--- config.mk ---
export PLATFORM = sky130hd
export DESIGN_NAME = fsbc_regs
export DESIGN_NICKNAME = d
export VERILOG_FILES = /design/src/sv/fsbc_pkg.sv /design/src/sv/fsbc_regs.sv
export SDC_FILE = /design/constraint.sdc
export NUM_CORES = 1
export LEC_CHECK = 0
export BUFFER_PORTS_ARGS = -buffer_cell sky130_fd_sc_hd__buf_2
export CORE_MARGIN = 1
export CORE_UTILIZATION = 30
export CTS_BUF_LIST = sky130_fd_sc_hd__clkbuf_2 sky130_fd_sc_hd__clkbuf_4 sky130_fd_sc_hd__clkbuf_8
export CTS_CLUSTER_DIAMETER = 50
export DETAILED_ROUTE_END_ITERATION = 16
export GPL_ROUTABILITY_DRIVEN = 0
export SLEW_MARGIN = 30
export SYNTH_ARGS = -nofsm -noshare
export SYNTH_HDL_FRONTEND = slang
export SYNTH_SLANG_ARGS = --single-unit
--- constraint.sdc ---
create_clock -name clk -period 4.2 [get_ports clk]
set_input_delay 0.63 -clock clk [delete_from_list [all_inputs] [get_ports clk]]
set_output_delay 0.63 -clock clk [all_outputs]
set_load 0.005 [all_outputs]
--- src/sv/fsbc_pkg.sv ---
// Shared types and constants for the frustum sphere/box cull block.
package fsbc_pkg;

    localparam int PLANE_COUNT = 6;
    localparam int LANE_COUNT  = 4;
    localparam int LANE_STRIDE = 16;
    localparam int AXIS_COUNT  = 3;
    localparam int VEC_COUNT   = AXIS_COUNT + 1;
    localparam int WORD_W      = 64;
    localparam int ADDR_W      = 6;
    localparam int RAD_W       = 16;
    // Q8.8 radius to Q16.16
    localparam int RAD_SHIFT   = 8;

    typedef logic [WORD_W-1:0] word_t;
    typedef logic [2:0]        reg_idx_t;

    // far plane is the last register
    localparam reg_idx_t REG_LAST = 3'd5;

    localparam logic OP_SPHERE = 1'b0;
    localparam logic OP_BOX    = 1'b1;

    typedef struct packed {
        logic adv1;
        logic adv2;
        logic adv3;
    } stage_ctl_t;

endpackage

--- src/sv/fsbc_regs.sv ---
// APB register file holding the six frustum planes.
module fsbc_regs (
    input  logic                                          clk,
    input  logic                                          rst_n,
    input  logic                                          psel,
    input  logic                                          penable,
    input  logic                                          pwrite,
    input  logic [fsbc_pkg::ADDR_W-1:0]                   paddr,
    input  fsbc_pkg::word_t                               pwdata,
    output fsbc_pkg::word_t                               prdata,
    output logic                                          pready,
    output fsbc_pkg::word_t [fsbc_pkg::PLANE_COUNT-1:0]   planes
);

    fsbc_pkg::word_t    plane_reg [fsbc_pkg::PLANE_COUNT];
    fsbc_pkg::reg_idx_t idx;
    logic               idx_ok;
    logic               wr_en;

    assign pready = 1'b1;
    assign idx    = paddr[fsbc_pkg::ADDR_W-1:3];
    assign idx_ok = (idx <= fsbc_pkg::REG_LAST);
    assign wr_en  = psel && penable && pwrite && pready;

    always_ff @(posedge clk or negedge rst_n)
    begin
        if (!rst_n)
        begin
            for (int i = 0; i < fsbc_pkg::PLANE_COUNT; i++)
            begin
                plane_reg[i] <= '0;
            end
        end
        else if (wr_en && idx_ok)
        begin
            plane_reg[idx] <= pwdata;
        end
    end

    always_comb
    begin
        prdata = idx_ok ? plane_reg[idx] : '0;
        for (int i = 0; i < fsbc_pkg::PLANE_COUNT; i++)
        begin
            planes[i] = plane_reg[i];
        end
    end

endmodule

Word-level counts from Yosys, hierarchy flattened
Cells that the tools add are included.
{"block": "totals", "input_bits": 75, "ff_bits": 384, "output_inout_bits": 449, "wordCells": 21}
{"block": "op_classes", "order_cmp": 3, "bitwise_logic": 1, "reduce_logical": 4, "muxes": 7}
{"op": "$bwmux W384", "count": 1}
{"op": "$mux W64", "count": 4}
{"op": "$bmux W64 S3", "count": 1}
{"op": "$demux W64 S3", "count": 1}
{"op": "$ge A4 B4 Y1 const B", "count": 1}
{"op": "$logic_and A1 B1 Y1", "count": 4}
{"op": "$lt A4 B1 Y1 const B", "count": 1}
{"op": "$not A3 Y4", "count": 1}
{"op": "$le A3 B3 Y1 const B", "count": 1}

Longest topological paths before layout
{"block": "depth", "word_depth": 6, "ltp_mapped": 6, "depth_no_buf": 3}

Worst setup path after synthesis
Ideal clock, no wire load.
{"block": "synth_timing", "path_kind": "input to output", "startpoint": "in paddr[3] in the netlist's numbering", "endpoint": "out prdata[46]", "slack_ns": 1.732, "arrival_ns": 1.838, "path_buffers": 3, "required_time_ns": 3.570, "cell_stages": 6, "cell_sequence": "buf_2 -> buf_1 -> buf_1 -> o21bai_1 -> a22oi_1 -> o311a_1"}
{"block": "synth_between", "elab_chain_cells": 5, "elab_cells_between_ends": 6, "cone_classes": "order compare (1); mux (4); bitwise (1)"}
{"item": "start, declared", "line_no": "fsbc_regs.sv:8", "source": "input logic [fsbc_pkg::ADDR_W-1:0] paddr,"}
{"item": "$not A3 Y4 (implied by the code)", "line_no": "fsbc_regs.sv:42", "source": "prdata = idx_ok ? plane_reg[idx] : '0;"}
{"item": "$bmux W64 S3", "line_no": "fsbc_regs.sv:42"}
{"item": "$mux W64 (implied by the code) (2 in series)", "line_no": "fsbc_regs.sv:42"}
{"item": "$mux W64 *", "line_no": "fsbc_regs.sv:42"}
{"item": "end, declared", "line_no": "fsbc_regs.sv:10", "source": "output fsbc_pkg::word_t prdata,"}
Every way passes the cells marked *; elsewhere a longest branch is shown, timed or not. The select of a mux whose other input is x is not followed.

Final worst setup path
{"block": "layout_timing", "startpoint": "in paddr[5] in the netlist's numbering", "endpoint": "out prdata[43]"}
Same word-level chain as after synthesis.

==> impl_metrics.json <==
{
  "status": "complete, no violations",
  "initial_core_util_pct": 30.60,
  "avgSynthCellArea_um2": 14.45,
  "seq_area_frac_synth_pct": 54.02,
  "drt_iter0_markers": 473,
  "via_per_inst": 5.044,
  "ctsResizeCount": 0,
  "worstPathMaxFanout": 35,
  "antenna_found_initial": 2,
  "met3_length_mm": 4.338,
  "synth_area_leaders": "dfrtp_1, mux2_2, mux2i_1",
  "syn_inst": 1231,
  "ir_worst_vdd_mv": 0.3286,
  "die_y_um": 245.5,
  "clockBufferDepth": 3,
  "dp_cells": 2455,
  "synth.distinct_cells": 28,
  "yosysMostFrequentCell": "dfrtp_1",
  "root_buffer": "clkbuf_8",
  "hold_path.class": "in2reg",
  "num_rows": 88,
  "htree_levels": 3,
  "grt_first_pass_wirelength_mm": 88.46,
  "stdcell_count": 2588,
  "synth-async-reset-ratio_pct": 100.0,
  "tightest_slew_ns": 0.8245,
  "slew_headroom_pct": 44.90,
  "cts_tree": "built",
  "period_needed_ns": 3.262,
  "synth_top_area_share_pct": 54.02,
  "grt_max_degree": 106,
  "rsz0062_at_grt": "false",
  "dp_hpwl_mm": 38.62,
  "final_nets": 1842,
  "ioPinCount": 524,
  "routed.top_layer": "met5",
  "path_clk_slew_ns": 0.06,
  "post_cts_buffers": 0,
  "drc": 0,
  "clk_latency_ns": 0.62,
  "ys_seq_elements": 384,
  "drt_pre_antenna_iters": 5,
  "overflow": 0,
  "globalRouteTotalUtil_pct": 19.49,
  "die_area_um2": 60270,
  "cts_sinks": 384,
  "largest_register_ffs": 384,
  "yosys_warnings": 0,
  "cp.arrival_ns": 2.63,
  "drt-total-wl_mm": 60.15,
  "synth_edf_count": 0,
  "worstSetupStartpointType": "input pin",
  "criticalPathCategory": "in2out",
  "maxSlewViolCount": 0,
  "timing.fmax_ghz": 0.3066,
  "synth_nets": 1306,
  "syn2layout_area_growth_pct": 28.55,
  "wire_per_inst_um": 23.24,
  "syn_area_um2": 17790,
  "synth-main-ff-cell": "dfrtp_1",
  "io_buffers": 519,
  "power.density_nw_per_um2": 504.9,
  "wl_met1_mm": 25.19,
  "critPathCaptureType": "output pin",
  "fin_setup_tns_ns": 0,
  "drv_cap": 0,
  "core_area_um2": 58140,
  "r2r_slack_ns": 3.37,
  "skew_ns": 0,
  "fin_crit_sh_pct": 77.66,
  "setup_viol": 0,
  "grt_pass1_vias": 13670,
  "num_vias": 13060,
  "drive_gt1_share_pct": 58.73,
  "cts_buffers": 73,
  "synthTopCellsByCount": "dfrtp_1, mux2_2, mux2i_1",
  "fp.dieW_um": 245.5,
  "p_leak_nw": 11.81,
  "wl_met2_mm": 29.03,
  "synth_area_leader_cell": "dfrtp_1",
  "required_ns": 3.57,
  "ant_nets": 0,
  "cts_hold_buf": 0,
  "hold_viol_final": 0
}
==> layout make-up <==
class | count | area, µm²
Clock inverter | 20 | 145.1
Tap cell | 765 | 957.2
Antenna cell | 1 | 2.502
Multi-Input combinational cell | 754 | 7689
Fill cell | 5563 | 35270
Sequential cell | 384 | 9609
Timing Repair Buffer | 554 | 3030
Clock buffer | 110 | 1433
==> per-stage QoR <==
step / utilization (%) / hold WS [ns] / setup slack, ns / instance area (µm²) / total power [mW]
final: 39.33 / 0.2784 / 0.9382 / 22870 / 11.55
after global routing: 39.33 / 0.2359 / 0.8794 / 22870 / 12.14
after CTS: 39.26 / 0.04508 / 0.9102 / 22830 / 11.70
after detailed placement: 36.55 / 0.4959 / 0.9047 / 21250 / 7.690
after global placement: 36.54 / 0.4892 / 0.9245 / 21240 / 7.605
after floorplan: - / 0.3344 / 1.732 / 17790 / 6.209
==> layer usage <==
layer  up-vias  GRT usage (%)
li1       5653              -
met1      6782          24.29
met2       505          31.92
met3       113          5.173
met4         2          7.801
met5         -              0
==> worst paths after layout <==
| kind | startpoint | to | cells after the start |
|---|---|---|---|
| max in group asynchronous | rst_n | planes[307]$_DFFE_PN0P_ | 4 |
| worst min register to register | planes[267]$_DFFE_PN0P_ | planes[267]$_DFFE_PN0P_ | 1 |
| worst max-delay path | paddr[5] | prdata[43] | 6 |
| worst min-delay path | pwdata[19] | planes[147]$_DFFE_PN0P_ | 2 |
| min in group asynchronous | rst_n | planes[230]$_DFFE_PN0P_ | 2 |
| worst max register to register | planes[161]$_DFFE_PN0P_ | planes[161]$_DFFE_PN0P_ | 1 |
==> power breakdown <==
part           internal, mW  switching (mW)
Clock                  2.25            1.68
Combinational          1.42            1.17
Sequential             4.43           0.594
==> cells by family (layout without fill, tap and decap cells) <==
| kind of cell | Yosys count | count (layout) | synth area share, % |
|---|---|---|---|
| multiplexers | 542 | 542 | 34.47 |
| flip-flops | 384 | 384 | 54.02 |
| AO/OA/AOI/OAI | 162 | 162 | 7.105 |
| buffers and inverters | 93 | 684 | 2.954 |
| AND/OR/NAND/NOR | 49 | 49 | 1.428 |
| other | 1 | 2 | 0.02108 |
==> layout by cell type, fill, tap and decap left out <==
cell	instances
o311a_1	34
nand2b_4	2
buf_4	24
buf_8	2
mux2_4	60
a22oi_1	34
bufinv_16	1
buf_16	1
o22a_1	30
or2_2	1
diode_2	1
nor4_4	1
nor3_4	1
clkinvlp_4	1
buf_12	10
nor4b_2	1
dlygate4sd3_1	1
mux2_2	315
or4_4	1
nand2_2	1
conb_1	1
dfrtp_1	384
o21bai_1	34
nand2_1	36
clkbuf_8	97
buf_2	516
o21ai_0	30
nor2_4	3
inv_8	1
clkbuf_4	13
inv_6	3
mux2_1	9
nand2b_2	1
clkinv_2	14
mux2i_1	158
nand4b_1	1
==> worst max-delay path, stage by stage <==
cell and delay, ns:
buf_4 0.39, nand2b_2 0.74, buf_4 0.35, o22a_1 0.17, o21ai_0 0.12, buf_2 0.18
Power figures use the tool's default switching activity.
